## config.mk

```make
export PLATFORM = sky130hd
export DESIGN_NAME = sgu_col_cell
export DESIGN_NICKNAME = d
export VERILOG_FILES = /design/src/rtl/core/sgu_pkg.sv /design/src/rtl/core/sgu_col_cell.sv
export SDC_FILE = /design/constraint.sdc
export NUM_CORES = 1
export LEC_CHECK = 0
export ABC_AREA = 1
export BUFFER_PORTS_ARGS = -buffer_cell sky130_fd_sc_hd__buf_2
export CORE_AREA = 2 2 52 54
export CTS_BUF_LIST = sky130_fd_sc_hd__clkbuf_2 sky130_fd_sc_hd__clkbuf_4 sky130_fd_sc_hd__clkbuf_8
export DETAILED_ROUTE_END_ITERATION = 8
export DIE_AREA = 0 0 54 56
export GPL_TIMING_DRIVEN = 0
export MAX_ROUTING_LAYER = met4
export PLACE_DENSITY_LB_ADDON = 0.12
export REMOVE_ABC_BUFFERS = 1
export SYNTH_ARGS = -nofsm -noshare
export SYNTH_HDL_FRONTEND = slang
export SYNTH_SLANG_ARGS = --single-unit
```

## constraint.sdc

```tcl
create_clock -name i_clk -period 0.8 [get_ports i_clk]
set_input_delay 0.08 -clock i_clk [delete_from_list [all_inputs] [get_ports i_clk]]
set_output_delay 0.08 -clock i_clk [all_outputs]
set_load 0.02 [all_outputs]
```

## src/rtl/core/sgu_pkg.sv

```systemverilog
// Shared types, constants and register codes for the Scharr gradient unit.
// No dependencies; the window cell, kernel and top-level files refer to this package.
`default_nettype none

package sgu_pkg;

    // Line buffer geometry.
    localparam int MAX_WIDTH    = 1024;
    localparam int COL_W        = $clog2(MAX_WIDTH);
    localparam int HEIGHT_LIMIT = 4096;
    localparam int ROW_W        = $clog2(HEIGHT_LIMIT);

    // Field widths.
    localparam int PIX_W    = 8;
    localparam int WIDTH_W  = 11;
    localparam int HEIGHT_W = 13;
    localparam int CFG_W    = 13;
    localparam int CFG_IDX_W = 2;

    // Register indexes of the configuration port.
    localparam logic [CFG_IDX_W-1:0] REG_IMAGE_WIDTH  = 2'd0;
    localparam logic [CFG_IDX_W-1:0] REG_IMAGE_HEIGHT = 2'd1;

    // Reset values of the configuration registers.
    localparam logic [WIDTH_W-1:0]  WIDTH_RESET  = 11'd640;
    localparam logic [HEIGHT_W-1:0] HEIGHT_RESET = 13'd480;

    // One 3-pixel column of the window.
    typedef struct packed {
        logic [PIX_W-1:0] top;
        logic [PIX_W-1:0] mid;
        logic [PIX_W-1:0] bot;
    } t_column;

    // Control of one window cell.
    typedef struct packed {
        logic shift;
        logic clear;
    } t_cell_ctrl;

endpackage

`default_nettype wire

```

## src/rtl/core/sgu_col_cell.sv

```systemverilog
// One window cell: holds a 3-pixel column and passes it to its neighbor.
// Depends on sgu_pkg for the column and control types.
`default_nettype none

module sgu_col_cell (
    input  wire logic                i_clk,
    input  wire logic                i_rst_n,
    input  wire sgu_pkg::t_cell_ctrl i_ctrl,
    input  wire sgu_pkg::t_column    i_col,
    output sgu_pkg::t_column         o_col
);

    sgu_pkg::t_column r_col;
    sgu_pkg::t_column n_col;

    // Clear wins over shift so a row end starts the next row empty.
    always_comb begin
        n_col = r_col;
        if (i_ctrl.clear) begin
            n_col = '0;
        end else if (i_ctrl.shift) begin
            n_col = i_col;
        end
    end

    always_ff @(posedge i_clk) begin
        if (!i_rst_n) begin
            r_col <= '0;
        end else begin
            r_col <= n_col;
        end
    end

    assign o_col = r_col;

endmodule

`default_nettype wire

```

=== Word-level counts from Yosys, hierarchy flattened ===
Cells that the tools add are included.

* Register bits: 24
* Output and inout bits: 24
* Logic and storage cells: 5

* Bitwise gates (word level): 1
* Reduce and logical (&&, ||, !) cells: 1

{| class="wikitable"
|+ Operators with widths
! cell !! count
|-
| $reduce_or 2->1 || 1
|-
| $not 1->1 || 1
|}

=== Longest topological paths before layout ===
* Depth after elaboration: 2
* Depth in mapped cells: 5
* Gate-level depth less buffers: 3

=== Worst setup path before layout ===
No wires, ideal clock.

* Kind: register -> register
* Start: register, netlist name o_col[15]
* End: register r_col, in the netlist o_col[15]
* Data arrival time: 605 ps
* Required time: 734 ps
* Slack: 129 ps
* Cell stages (with the launch flop): 3
* Buffers on the path: 0
* Cells stage by stage: dfxtp_1 > nand2_1 > a21oi_2

{| class="wikitable"
|+ RTL lines
! element !! RTL line !! source
|-
| end signal, assigned || sgu_col_cell.sv:30 || <nowiki>r_col <= n_col;</nowiki>
|-
| end, declared || sgu_col_cell.sv:13 || <nowiki>sgu_pkg::t_column r_col;</nowiki>
|}

=== Worst setup path in the final report ===
* Start: register r_col, in the netlist o_col[10]
* End: output o_col[10] in the netlist's numbering

{| class="wikitable"
|+ RTL lines
! element !! RTL line !! source
|-
| end, declared || sgu_col_cell.sv:10 || <nowiki>output sgu_pkg::t_column o_col</nowiki>
|}

No word-level cell between the ends.

==> flow_metrics.env <==
export IMPL_status="complete, but fails checks"
export IMPL_violations="setup timing"
export IMPL_critical_path_cell_chain="buf_6"
export IMPL_netlist_cell_type_count=11
export IMPL_async_reset_ff_share_pct=0
export IMPL_critPathArrivalTime_ps=780
export IMPL_final_area_um2=1490
export IMPL_place_area_um2=1160
export IMPL_reg2reg_depth=4
export IMPL_wire_per_inst_um=11.1
export IMPL_cts_num_sinks=24
export IMPL_crit_start="o_col[10]"
export IMPL_endpoint_kind="output port"
export IMPL_hold_depth=3
export IMPL_synth_most_common_cell="nand2_1"
export IMPL_yosys_top_cells_area="dfxtp_1 (50%), nand2_1 (15%), a21oi_2 (10%)"
export IMPL_final_period_utilization_pct=108
export IMPL_cts_buffers=3
export IMPL_min_delay_start="i_col[0]"
export IMPL_hpwl_um=1340
export IMPL_crit_type="flop to output port"
export IMPL_htreeDepth=1
export IMPL_synthFlopType="dfxtp_1"
export IMPL_critical_path_max_stage_delay_ps=370
export IMPL_drive_above_1_share_pct=68.0
export IMPL_ios=52
export IMPL_tightest_slew_ps=569
export IMPL_nNetsFinal=199
export IMPL_yosysSeqAreaShare_pct=50.5
export IMPL_dpl_cell_count=180
export IMPL_regToRegStartpoint="o_col[12]"
export IMPL_path_delay_family="flip-flops"
export IMPL_netlist_area_leader_share_pct=50.5
export IMPL_die_w_um=54
export IMPL_numPortBuffers=51
export IMPL_gp_congestion=0.589
export IMPL_synth_commonest_cells="nand2_1 (39), dfxtp_1 (24), a21oi_1 (13)"
export IMPL_ys_ff_latch=24
export IMPL_via_per_inst=4.56
export IMPL_p_per_area_nw_per_um2=1440
export IMPL_synth_warnings=0
export IMPL_crit_cells=1
export IMPL_setup_viol=25
export IMPL_antenna_cells=0
export IMPL_clk_pin_slew_worst_paths_ps=120
export IMPL_cts_tree="done"
export IMPL_finalMaxSlewViolations=0
export IMPL_first_pass_iters=4
export IMPL_fp_coreArea_um2=2430
export IMPL_r2r_setup_slack_ps=-10
export IMPL_final_cells=199
export IMPL_pre_cts_ws_ps=-407
export IMPL_clock_skew_ps=0
export IMPL_cp_start_kind="flop"
export IMPL_synth_avg_cell_area_um2=8.98
export IMPL_cts_root_buf="clkbuf_4"
export IMPL_grt_usage_pct=16.2
export IMPL_hp_class="input pin to flop"
export IMPL_leakagePower_nw=0.668
export IMPL_area_growth_pct=56.4
export IMPL_period_minus_slack_ps=864
export IMPL_cap_violations=0
export IMPL_overflow=0
export IMPL_drc=0
export IMPL_ant_nets=0
export IMPL_hold_violations=0
export IMPL_peakVddDrop_mv=0.974
export IMPL_n_fill_cell=213
export IMPL_placementRows=18
export IMPL_power_mw=2.14
export IMPL_yosys_area_top_type="dfxtp_1"
export IMPL_dieArea_um2=3020
export IMPL_grt_pass1_vias=910
export IMPL_cts_buffer_depth=2
export IMPL_synth_cells=106
export IMPL_grt_max_degree=26
export IMPL_grt_pass1_wl_um=3640
export IMPL_endpoint="o_col[10]"
export IMPL_layout_setup_ws_ps=-63.5
export IMPL_crit_buf_inv=1
export IMPL_path_max_fanout=2
export IMPL_antenna_found_initial=0
export IMPL_fmax_mhz=1160
export IMPL_rsz0062_at_grt="true"
export IMPL_wirelength_um=2200
export IMPL_synth_edf_count=0
export IMPL_largest_reg_flops=24
export IMPL_drtIter0Drc=10
export IMPL_syn_area_um2=952
export IMPL_cpMaxStageDelayCell="dfxtp_2"
export IMPL_slew_headroom_pct=61.9
export IMPL_die_h_um=56
export IMPL_critPathRequiredTime_ps=720
export IMPL_clock_latency_ps=300
export IMPL_initial_core_util_pct=39.1
export IMPL_r2r_end="o_col[12]"
export IMPL_via_count=907
## timing repair
| item | 4_1_cts | 5_1_grt |
|---|---|---|
| setup endpoints to repair | 48 | 24 |
| buffers inserted | 10 | 4 |
| hold buffers | 2 | 0 |
| resized for setup | 73 | 0 |
| endpoints found under the hold margin | 2 | 0 |
| cloned | 0 | 0 |
## logic make-up after synthesis
group,Yosys count,share of synthesized area [%]
AO/OA/AOI/OAI,24,17.0
AND/OR/NAND/NOR,49,21.9
buffers and inverters,9,10.6
flip-flops,24,50.5
## cells in the final DEF (no fill, tap or decap)
master and instances:
dlygate4sd3_1 2, dfxtp_2 24, a21oi_1 13, nand2_1 38
buf_4 14, buf_6 24, nand2_2 11, inv_1 1
clkbuf_4 3, buf_2 27, inv_8 1, a21oi_2 11
## metal layers
metal  GRT usage (%)  vias to the layer above  routed length [um]
met3            2.42                        2                 128
met5               -                        -                   0
met1            17.6                      410                 860
li1                -                      463                   -
met4            5.36                        0                  13
met2            29.1                       32                1200
## stage by stage
stage	hold slack (ps)	util, %	TNS (ps)
floorplan	220	-	-968
global placement	334	47.6	-8430
detailed placement	343	47.6	-9090
CTS	0.221	60.0	-1410
global route	3.41	61.2	-2020
finish	8.21	61.2	-1080
## where the power goes
group,total (mW),internal [mW],switching [mW]
Clock,0.499,0.175,0.324
Sequential,1.27,1.24,0.0258
Combinational,0.375,0.184,0.191
Total,2.14,1.60,0.540
## worst min-delay path by stage
stage	endpoint	slack [ps]
finish	o_col[0]	8
global route	o_col[20]	3
CTS	o_col[2]	0.2
detailed placement	o_col[5]	340
global placement	o_col[20]	330
floorplan	o_col[0]	220
## layout make-up
class                           instances  area [um^2]  share of cell area (%)
Timing Repair Buffer                   67          531                    35.6
Sequential cell                        24          510                    34.3
Multi-Input combinational cell         73          373                    25.0
Tap cell                               30         37.5                    2.52
Clock buffer                            3         22.5                    1.51
Inverter                                2         15.0                    1.01
(Power assumes the default switching activity.)
