**src/rtl/core/sgu_pkg.sv**
```systemverilog
// Shared types, constants and register codes for the Scharr gradient unit.
// No dependencies; the window cell, kernel and top-level files refer to this package.
`default_nettype none

package sgu_pkg;

    // Line buffer geometry.
    localparam int MAX_WIDTH    = 1024;
    localparam int COL_W        = $clog2(MAX_WIDTH);
    localparam int HEIGHT_LIMIT = 4096;
    localparam int ROW_W        = $clog2(HEIGHT_LIMIT);

    // Field widths.
    localparam int PIX_W    = 8;
    localparam int WIDTH_W  = 11;
    localparam int HEIGHT_W = 13;
    localparam int CFG_W    = 13;
    localparam int CFG_IDX_W = 2;

    // Register indexes of the configuration port.
    localparam logic [CFG_IDX_W-1:0] REG_IMAGE_WIDTH  = 2'd0;
    localparam logic [CFG_IDX_W-1:0] REG_IMAGE_HEIGHT = 2'd1;

    // Reset values of the configuration registers.
    localparam logic [WIDTH_W-1:0]  WIDTH_RESET  = 11'd640;
    localparam logic [HEIGHT_W-1:0] HEIGHT_RESET = 13'd480;

    // One 3-pixel column of the window.
    typedef struct packed {
        logic [PIX_W-1:0] top;
        logic [PIX_W-1:0] mid;
        logic [PIX_W-1:0] bot;
    } t_column;

    // Control of one window cell.
    typedef struct packed {
        logic shift;
        logic clear;
    } t_cell_ctrl;

endpackage

`default_nettype wire

```
**src/rtl/core/sgu_kernel.sv**
```systemverilog
// Scharr kernel: horizontal and vertical sums, clamp, halve and add.
// Depends on sgu_pkg for the column type.
`default_nettype none

module sgu_kernel (
    input  wire sgu_pkg::t_column  i_col_old,
    input  wire sgu_pkg::t_column  i_col_mid,
    input  wire sgu_pkg::t_column  i_col_new,
    output logic [sgu_pkg::PIX_W-1:0] o_magnitude
);

    localparam int SUM_W = 14;

    logic signed [SUM_W-1:0] w_gx;
    logic signed [SUM_W-1:0] w_gy;
    logic [6:0]              w_half_x;
    logic [6:0]              w_half_y;

    // Difference of two pixels as a signed value.
    function automatic logic signed [SUM_W-1:0] diff(input logic [7:0] a, input logic [7:0] b);
        logic signed [SUM_W-1:0] sa;
        logic signed [SUM_W-1:0] sb;
        sa = $signed({6'b0, a});
        sb = $signed({6'b0, b});
        return sa - sb;
    endfunction

    // Constant multiplies as shift-and-add.
    function automatic logic signed [SUM_W-1:0] times3(input logic signed [SUM_W-1:0] d);
        return (d <<< 1) + d;
    endfunction

    function automatic logic signed [SUM_W-1:0] times10(input logic signed [SUM_W-1:0] d);
        return (d <<< 3) + (d <<< 1);
    endfunction

    // Clamp to 0..255, then halve.
    function automatic logic [6:0] clamp_half(input logic signed [SUM_W-1:0] g);
        logic [6:0] h;
        if (g[SUM_W-1]) begin
            h = 7'd0;
        end else if (g > 14'sd255) begin
            h = 7'd127;
        end else begin
            h = g[7:1];
        end
        return h;
    endfunction

    // Gradient sums over the window.
    assign w_gx = times3(diff(i_col_new.top, i_col_old.top))
                + times10(diff(i_col_new.mid, i_col_old.mid))
                + times3(diff(i_col_new.bot, i_col_old.bot));
    assign w_gy = times3(diff(i_col_old.bot, i_col_old.top))
                + times10(diff(i_col_mid.bot, i_col_mid.top))
                + times3(diff(i_col_new.bot, i_col_new.top));

    assign w_half_x    = clamp_half(w_gx);
    assign w_half_y    = clamp_half(w_gy);
    assign o_magnitude = {1'b0, w_half_x} + {1'b0, w_half_y};

endmodule

`default_nettype wire

```
**config.mk**
```make
export PLATFORM = sky130hd
export DESIGN_NAME = sgu_kernel
export DESIGN_NICKNAME = d
export VERILOG_FILES = /design/src/rtl/core/sgu_pkg.sv /design/src/rtl/core/sgu_kernel.sv
export SDC_FILE = /design/constraint.sdc
export NUM_CORES = 1
export LEC_CHECK = 0
export BUFFER_PORTS_ARGS = -buffer_cell sky130_fd_sc_hd__buf_4
export CELL_PAD_IN_SITES_DETAIL_PLACEMENT = 0
export CELL_PAD_IN_SITES_GLOBAL_PLACEMENT = 2
export CORE_UTILIZATION = 37
export DETAILED_ROUTE_END_ITERATION = 7
export GPL_ROUTABILITY_DRIVEN = 0
export PLACE_DENSITY_LB_ADDON = 0.05
export SETUP_SLACK_MARGIN = 0.2
export SYNTH_ARGS = -nofsm -noshare
export SYNTH_HDL_FRONTEND = slang
export SYNTH_SLANG_ARGS = --single-unit
export TNS_END_PERCENT = 50
```
**constraint.sdc**
```tcl
create_clock -name vclk -period 10.8
set_input_delay 1.08 -clock vclk [all_inputs]
set_output_delay 1.08 -clock vclk [all_outputs]
set_load 0.01 [all_outputs]
```
# --- Word level (Yosys, flattened, before mapping) ---
# Index checks and enable logic that the tools add are counted.
# W data, S select, Z words.
op_classes:
  n_addsub: 17
  n_lt_le_gt_ge: 2
  muxes: 4
op_table:
  columns: ["op", "n"]
  rows:
  - ["$sub A8 B8 Y9", 6]
  - ["$add A10 B9 Y11", 4]
  - ["$add A11 B13 Y14", 2]
  - ["$add A14 B11 Y14", 2]
  - ["$gt A14 B9 Y1 const B", 2]
  - ["$mux W7", 4]
  - ["$add A12 B10 Y13", 2]
  - ["$add A7 B7 Y8", 1]
totals:
  reg_bits: 0
  in_bits: 72
  out_inout_bits: 8

# --- Longest topological paths before layout ---
# Gate-level depths: netlist of run 1.
logic_depth:
  word_depth: 8
  mapped_depth: 30
  ltp_nobuf: 30

# --- Worst setup path before layout of run 1 ---
# No wires, ideal clock.
synth_path:
  path_type: "in2out"
  startpoint: "in i_col_new[16] (netlist name)"
  endpoint: "out o_magnitude[6] (netlist name)"
  arrival_ns: 7.148
  required_ns: 9.720
  setup_slack_ns: 2.572
  path_stages: 29
  path_buffers: 0
  cell_sequence: "inv_1 ha_1 inv_1 fa_1 a21o_1 a21oi_2 nor2_1 a211oi_4 o21bai_1 a21oi_1 fa_1 fa_1 inv_1 fa_1 inv_1 ha_1 and3_2 a221oi_2 xnor2_1 nor3_2 nand3_2 o21a_1 ha_1 fa_1 a21o_1 a21oi_1 o21bai_1 a21oi_1 xnor2_1"
synth_via:
  elab_chain_len: 8
  word_cells_on_any_way: 14
synth_rtl:
  columns: ["element", "line", "text"]
  rows:
  - ["start: declaration", "sgu_kernel.sv:8", "input wire sgu_pkg::t_column i_col_new,"]
  - ["$sub A8 B8 Y9", "sgu_kernel.sv:25", "return sa - sb;"]
  - ["$add A10 B9 Y11", "sgu_kernel.sv:30", "return (d <<< 1) + d;"]
  - ["$add A11 B13 Y14", "sgu_kernel.sv:52", "+ times10(diff(i_col_new.mid, i_col_old.mid))"]
  - ["$add A14 B11 Y14", "sgu_kernel.sv:53", "+ times3(diff(i_col_new.bot, i_col_old.bot));"]
  - ["$gt A14 B9 Y1", "sgu_kernel.sv:42", "end else if (g > 14'sd255) begin"]
  - ["$mux W7", "sgu_kernel.sv:42", null]
  - ["$mux W7", "sgu_kernel.sv:40", "if (g[SUM_W-1]) begin"]
  - ["$add A7 B7 Y8 (*)", "sgu_kernel.sv:60", "assign o_magnitude = {1'b0, w_half_x} + {1'b0, w_half_y};"]
  - ["end: declaration", "sgu_kernel.sv:9", "output logic [sgu_pkg::PIX_W-1:0] o_magnitude"]
# Mark *: on every way between the ends. The rest lies on a longest branch, timed or not.

# --- Worst setup path in the final report of run 1 ---
# Ends and elaborated chain as after synthesis.

==> results.json, run 1 <==
{
  "vias": 4101,
  "clock_buffers": 0,
  "layout_common_cells": "inv_1, ha_1, fa_1, buf_4, xnor2_1",
  "slew_viol_final": 0,
  "core_area_um2": 13900,
  "crit_top_cell": "fa_1",
  "critPathKind": "in -> out",
  "die_x_um": 121,
  "antennaDiodeCount": 0,
  "die-area_um2": 14700,
  "worst-path-max-fanout": 7,
  "min_path_type": "in -> out",
  "syn_nets": 870,
  "rows": 43,
  "synth_cells": 625,
  "antenna_found_initial": 0,
  "dieHeight_um": 121,
  "setup_viol": 0,
  "grt_pass1_wl_um": 19100,
  "ys_seq_area_share_pct": 0,
  "fin_crit_sh_pct": 85.1,
  "avgViaCountPerCell": 4.69,
  "cap_violations": 0,
  "hold_start": "i_col_old[1]",
  "start_kind": "primary input",
  "layout.nets": 942,
  "synth.distinct_cells": 45,
  "first_pass_iters": 4,
  "nFlopsAndLatches": 0,
  "cpMaxStageDelayCell": "fa_1",
  "worstMarginPinSlew_ns": 0.680,
  "seq_area_um2": 0,
  "port_buffers": 72,
  "track_usage_pct": 16.1,
  "whs_endpoint": "o_magnitude[0]",
  "critPathArrivalTime_ns": 8.11,
  "grt_pass1_vias": 4140,
  "hold_depth": 7,
  "drt_wl_total_um": 11300,
  "cts_setup_buffers": 0,
  "grt_remaining_overflow": 0,
  "dp_hpwl_um": 10800,
  "first_iter_violations": 129,
  "tns_ns": 0,
  "required_ns": 9.72,
  "io_pins": 80,
  "hold_buffers": 0,
  "drive_above_1_share_pct": 12.2,
  "ant_nets": 0,
  "min_period_ns": 9.19,
  "fin_util_pct": 43.4,
  "drc_errors": 0,
  "grt_max_degree": 11,
  "avgSynthCellArea_um2": 8.44,
  "status": "finished clean",
  "final_common_cell": "inv_1",
  "wl_per_cell_um": 12.9,
  "end_kind": "output pin",
  "fillers": 1446,
  "initial_core_util_pct": 38.0,
  "synth_area_um2": 5270,
  "maxSlewHeadroom_pct": 54.4,
  "rsz0062_at_grt": "no",
  "finalHoldViolCount": 0,
  "clock.fmax_mhz": 109,
  "cts_resized": 0,
  "multi_input_area_um2": 4640,
  "yosys_warnings": 0,
  "cpPeakStageDelay_ns": 0.54,
  "area_delta_synth_final_pct": 14.4
}
final cells by class:
type	count	area share, %
Timing Repair Buffer	72	8.96
Multi-Input combinational cell	456	76.9
Tap cell	180	3.73
Inverter	167	10.4
critical path: cells and delay by family:
family | cells | cell delay, ns
AO/OA/AOI/OAI | 13 | 2.74
adder cells (fa/ha/maj) | 8 | 3.10
buffers and inverters | 6 | 0.48
XOR/XNOR | 2 | 0.40
AND/OR/NAND/NOR | 2 | 0.32
worst max path at each step:
stage | from | end | slack (ns) | depth (start not counted)
global placement | i_col_new[16] | o_magnitude[6] | 1.59 | 31
detailed placement | i_col_new[16] | o_magnitude[6] | 1.55 | 31
CTS | i_col_new[16] | o_magnitude[6] | 1.53 | 31
floorplan | i_col_new[16] | o_magnitude[6] | 2.57 | 29
finish | i_col_new[16] | o_magnitude[6] | 1.61 | 31
global route | i_col_new[16] | o_magnitude[6] | 1.10 | 31
kinds of logic (layout without fill, tap and decap cells):
logic type	count (synthesis)	after routing	share of synthesized area (%)
AOI/OAI and AO/OA	131	131	16.9
buffers and inverters	169	239	12.0
and+or+nand+nor	82	82	7.83
xor gates and xnor gates	70	70	11.8
adders and majority gates	173	173	51.4
cell usage after synthesis, types with 9 or more instances:
cell,instances,area (µm²)
a21o_1,15,113
a21oi_1,33,165
fa_1,73,1460
ha_1,100,1250
inv_1,167,627
nand2_1,22,82.6
nor2_1,18,67.6
nor2b_1,10,62.6
nor3_1,13,65.1
o21a_1,22,165
o21ai_0,20,100
o21bai_1,9,67.6
xnor2_1,43,377
xor2_1,26,228
routing by layer:
layer | global-route usage (%) | vias to the layer above | share of wire [%] | routed length [µm]
met5 | 0 | - | 0 | 0
met4 | 0 | 0 | 0 | 0
met3 | 0.282 | 0 | 3.4 | 381
met2 | 28.1 | 72 | 46 | 5170
met1 | 23.4 | 1875 | 51 | 5750
li1 | - | 2154 | - | -
per-stage QoR:
stage	cells	hold WS (ns)	worst slack (ns)	instance area, µm²
2_1_floorplan	625	2.89	2.57	5270
3_3_place_gp	875	3.15	1.59	6030
3_5_place_dp	875	3.14	1.55	6030
4_1_cts	875	3.15	1.53	6030
5_1_grt	875	3.25	1.10	6030
6_report	875	3.13	1.61	6030
Power of run 1 is not shown: default switching activity piles up to over one toggle a cycle in this logic, so the estimate is an artifact.
==> inputs of run 2 (changes only) <==
Settings changed: ABC_AREA set to 1, BUFFER_PORTS_ARGS -buffer_cell sky130_fd_sc_hd__buf_4 to not set, CORE_UTILIZATION 37 to 38, DONT_BUFFER_PORTS set to 1, RECOVER_POWER set to 50.
==> run 2 against run 1 <==
  * The flow now finishes with violations (DRC)
  * Core utilization fell by 2.9 points
  * Critical endpoint unchanged
  * Largest cell class unchanged
  * First-iteration DRC count rose by 24%
  * Via count rose by 14%
  * Sequential share of layout area did not move
  * Die area rose by 5.8%
  * Count of clock-buffer cells in the layout did not move
  * Critical path depth fell by 2
  * Fmax rose by 11%
  * Sequential cell count did not move
  * Design area fell by 1.5%
  * Synthesized area rose by 8.8%
==> results.json, run 2 <==
{
  "violations": "DRC",
  "cap_violations": 0,
  "status": "finished with violations",
  "grt_pass1_wl_um": 21600,
  "synth_compound_area_share_pct": 7.35,
  "track_usage_pct": 16.8,
  "drc_errors": 8,
  "grt_pass1_vias": 4607,
  "grt_remaining_overflow": 0,
  "maxSlewHeadroom_pct": 58.6,
  "path_buf_inv": 7,
  "synth_top_family_by_area": "adder cells",
  "synth_most_common_cell": "inv_1",
  "hold_start": "i_col_old[1]",
  "dieHeight_um": 125,
  "min_path_type": "in -> out",
  "cts_resized": 0,
  "required_ns": 9.72,
  "startpoint": "i_col_mid[0]",
  "dp_hpwl_um": 12100,
  "finalHoldViolCount": 0,
  "clock_buffers": 0,
  "met1_usage_pct": 26.6,
  "first_iter_violations": 160,
  "antenna_found_initial": 0,
  "min_period_ns": 8.26,
  "rsz0062_at_grt": "no",
  "start_kind": "primary input",
  "grt.busiest_layer": "met1",
  "synth_area_um2": 5740,
  "syn_nets": 1071,
  "ys_seq_area_share_pct": 0,
  "area_delta_synth_final_pct": 3.56,
  "drt_wl_total_um": 12700,
  "drive_above_1_share_pct": 2.18,
  "met3_usage_pct": 2.49,
  "worst-path-max-fanout": 7,
  "vias": 4675,
  "ant_nets": 0,
  "core_area_um2": 14600,
  "cpMaxStageDelayCell": "fa_1",
  "seq_area_um2": 0,
  "hold_buffers": 0,
  "synth-xor-area-share_pct": 7.87,
  "nFlopsAndLatches": 0,
  "grt_max_degree": 8,
  "synth_fa_ha_area_share_pct": 47.3,
  "initial_core_util_pct": 39.2,
  "rows": 44,
  "avgViaCountPerCell": 4.63,
  "avgSynthCellArea_um2": 6.95,
  "synth.distinct_cells": 31,
  "yosysTopAreaCell": "fa_1",
  "layout.nets": 1073,
  "cpPeakStageDelay_ns": 0.54,
  "dpl_cell_area_um2": 5970,
  "fillers": 1652,
  "slew_viol_final": 0,
  "synthTopCellsByArea": "fa_1, ha_1, inv_1, nand2_1, xor2_1",
  "die-area_um2": 15600,
  "layout_common_cells": "inv_1, nand2_1, ha_1, fa_1, nor2_1",
  "clock.fmax_mhz": 121,
  "yosys_warnings": 0,
  "wl_per_cell_um": 12.5,
  "cts_setup_buffers": 0,
  "critPathKind": "in -> out",
  "io_pins": 80,
  "worstMarginPinSlew_ns": 0.618,
  "setup_viol": 0,
  "tns_ns": 0,
  "grt_use_met2_pct": 25.0,
  "first_pass_iters": 6,
  "fin_crit_sh_pct": 76.4,
  "end_kind": "output pin",
  "critPathArrivalTime_ns": 7.18,
  "antennaDiodeCount": 0,
  "finalInstanceArea_um2": 5940,
  "port_buffers": 0,
  "synth_cells": 826,
  "path_delay_family": "adder cells",
  "multi_input_area_um2": 4710,
  "synth.top_cell.area_share_pct": 25.5,
  "die_x_um": 125,
  "ys_top_cells_by_count": "inv_1, nand2_1, ha_1, fa_1, nor2_1",
  "final_common_cell": "inv_1",
  "synthMuxAreaShare_pct": 0,
  "synthSimpleGateAreaFrac_pct": 20.1
}
run 2: changes by cell type after synthesis, sizes merged, moves of 9 or more:
cell,delta
nand4,+9
nor3,-11
inv,+99
xnor2,-34
nor2b,-10
nand3,+42
nand2,+128
xor2,+13
nor2,+29
o21a,-22
a21o,-13
run 2: area by class of cell:
| class | count | area share [%] |
|---|---|---|
| Multi-Input combinational cell | 560 | 79.3 |
| Inverter | 266 | 16.8 |
| Tap cell | 184 | 3.88 |
run 2: layer usage:
metal	share of wire (%)	up-vias	wire [µm]
met5	0	-	0
met4	0	0	0
met3	6.2	0	785
met2	38	81	4850
met1	55	2117	7020
li1	-	2477	-
run 2: path summary, 6_finish.rpt:
path                         end  slack, ns  depth (start not counted)
hold / removal    o_magnitude[0]       3.01                          6
setup / recovery  o_magnitude[6]       2.54                         29
run 2: kinds of logic after synthesis:
group                    Yosys count
XOR/XNOR                          49
adder cells (fa/ha/maj)          173
AO/OA/AOI/OAI                     70
buffers and inverters            266
AND/OR/NAND/NOR                  268
run 2: through the flow:
stage          utilization (%)  setup WS, ns  hold WS, ns  cells
6_report                  40.6          2.54         3.01   1010
5_1_grt                   40.6          1.92         3.05   1010
4_1_cts                   40.7          2.72         3.02   1010
3_5_place_dp              40.7          2.73         3.01   1010
3_3_place_gp              40.7          2.78         3.00   1010
2_1_floorplan                -          3.34         2.90    826
Power of run 2 is left out for the same reason.
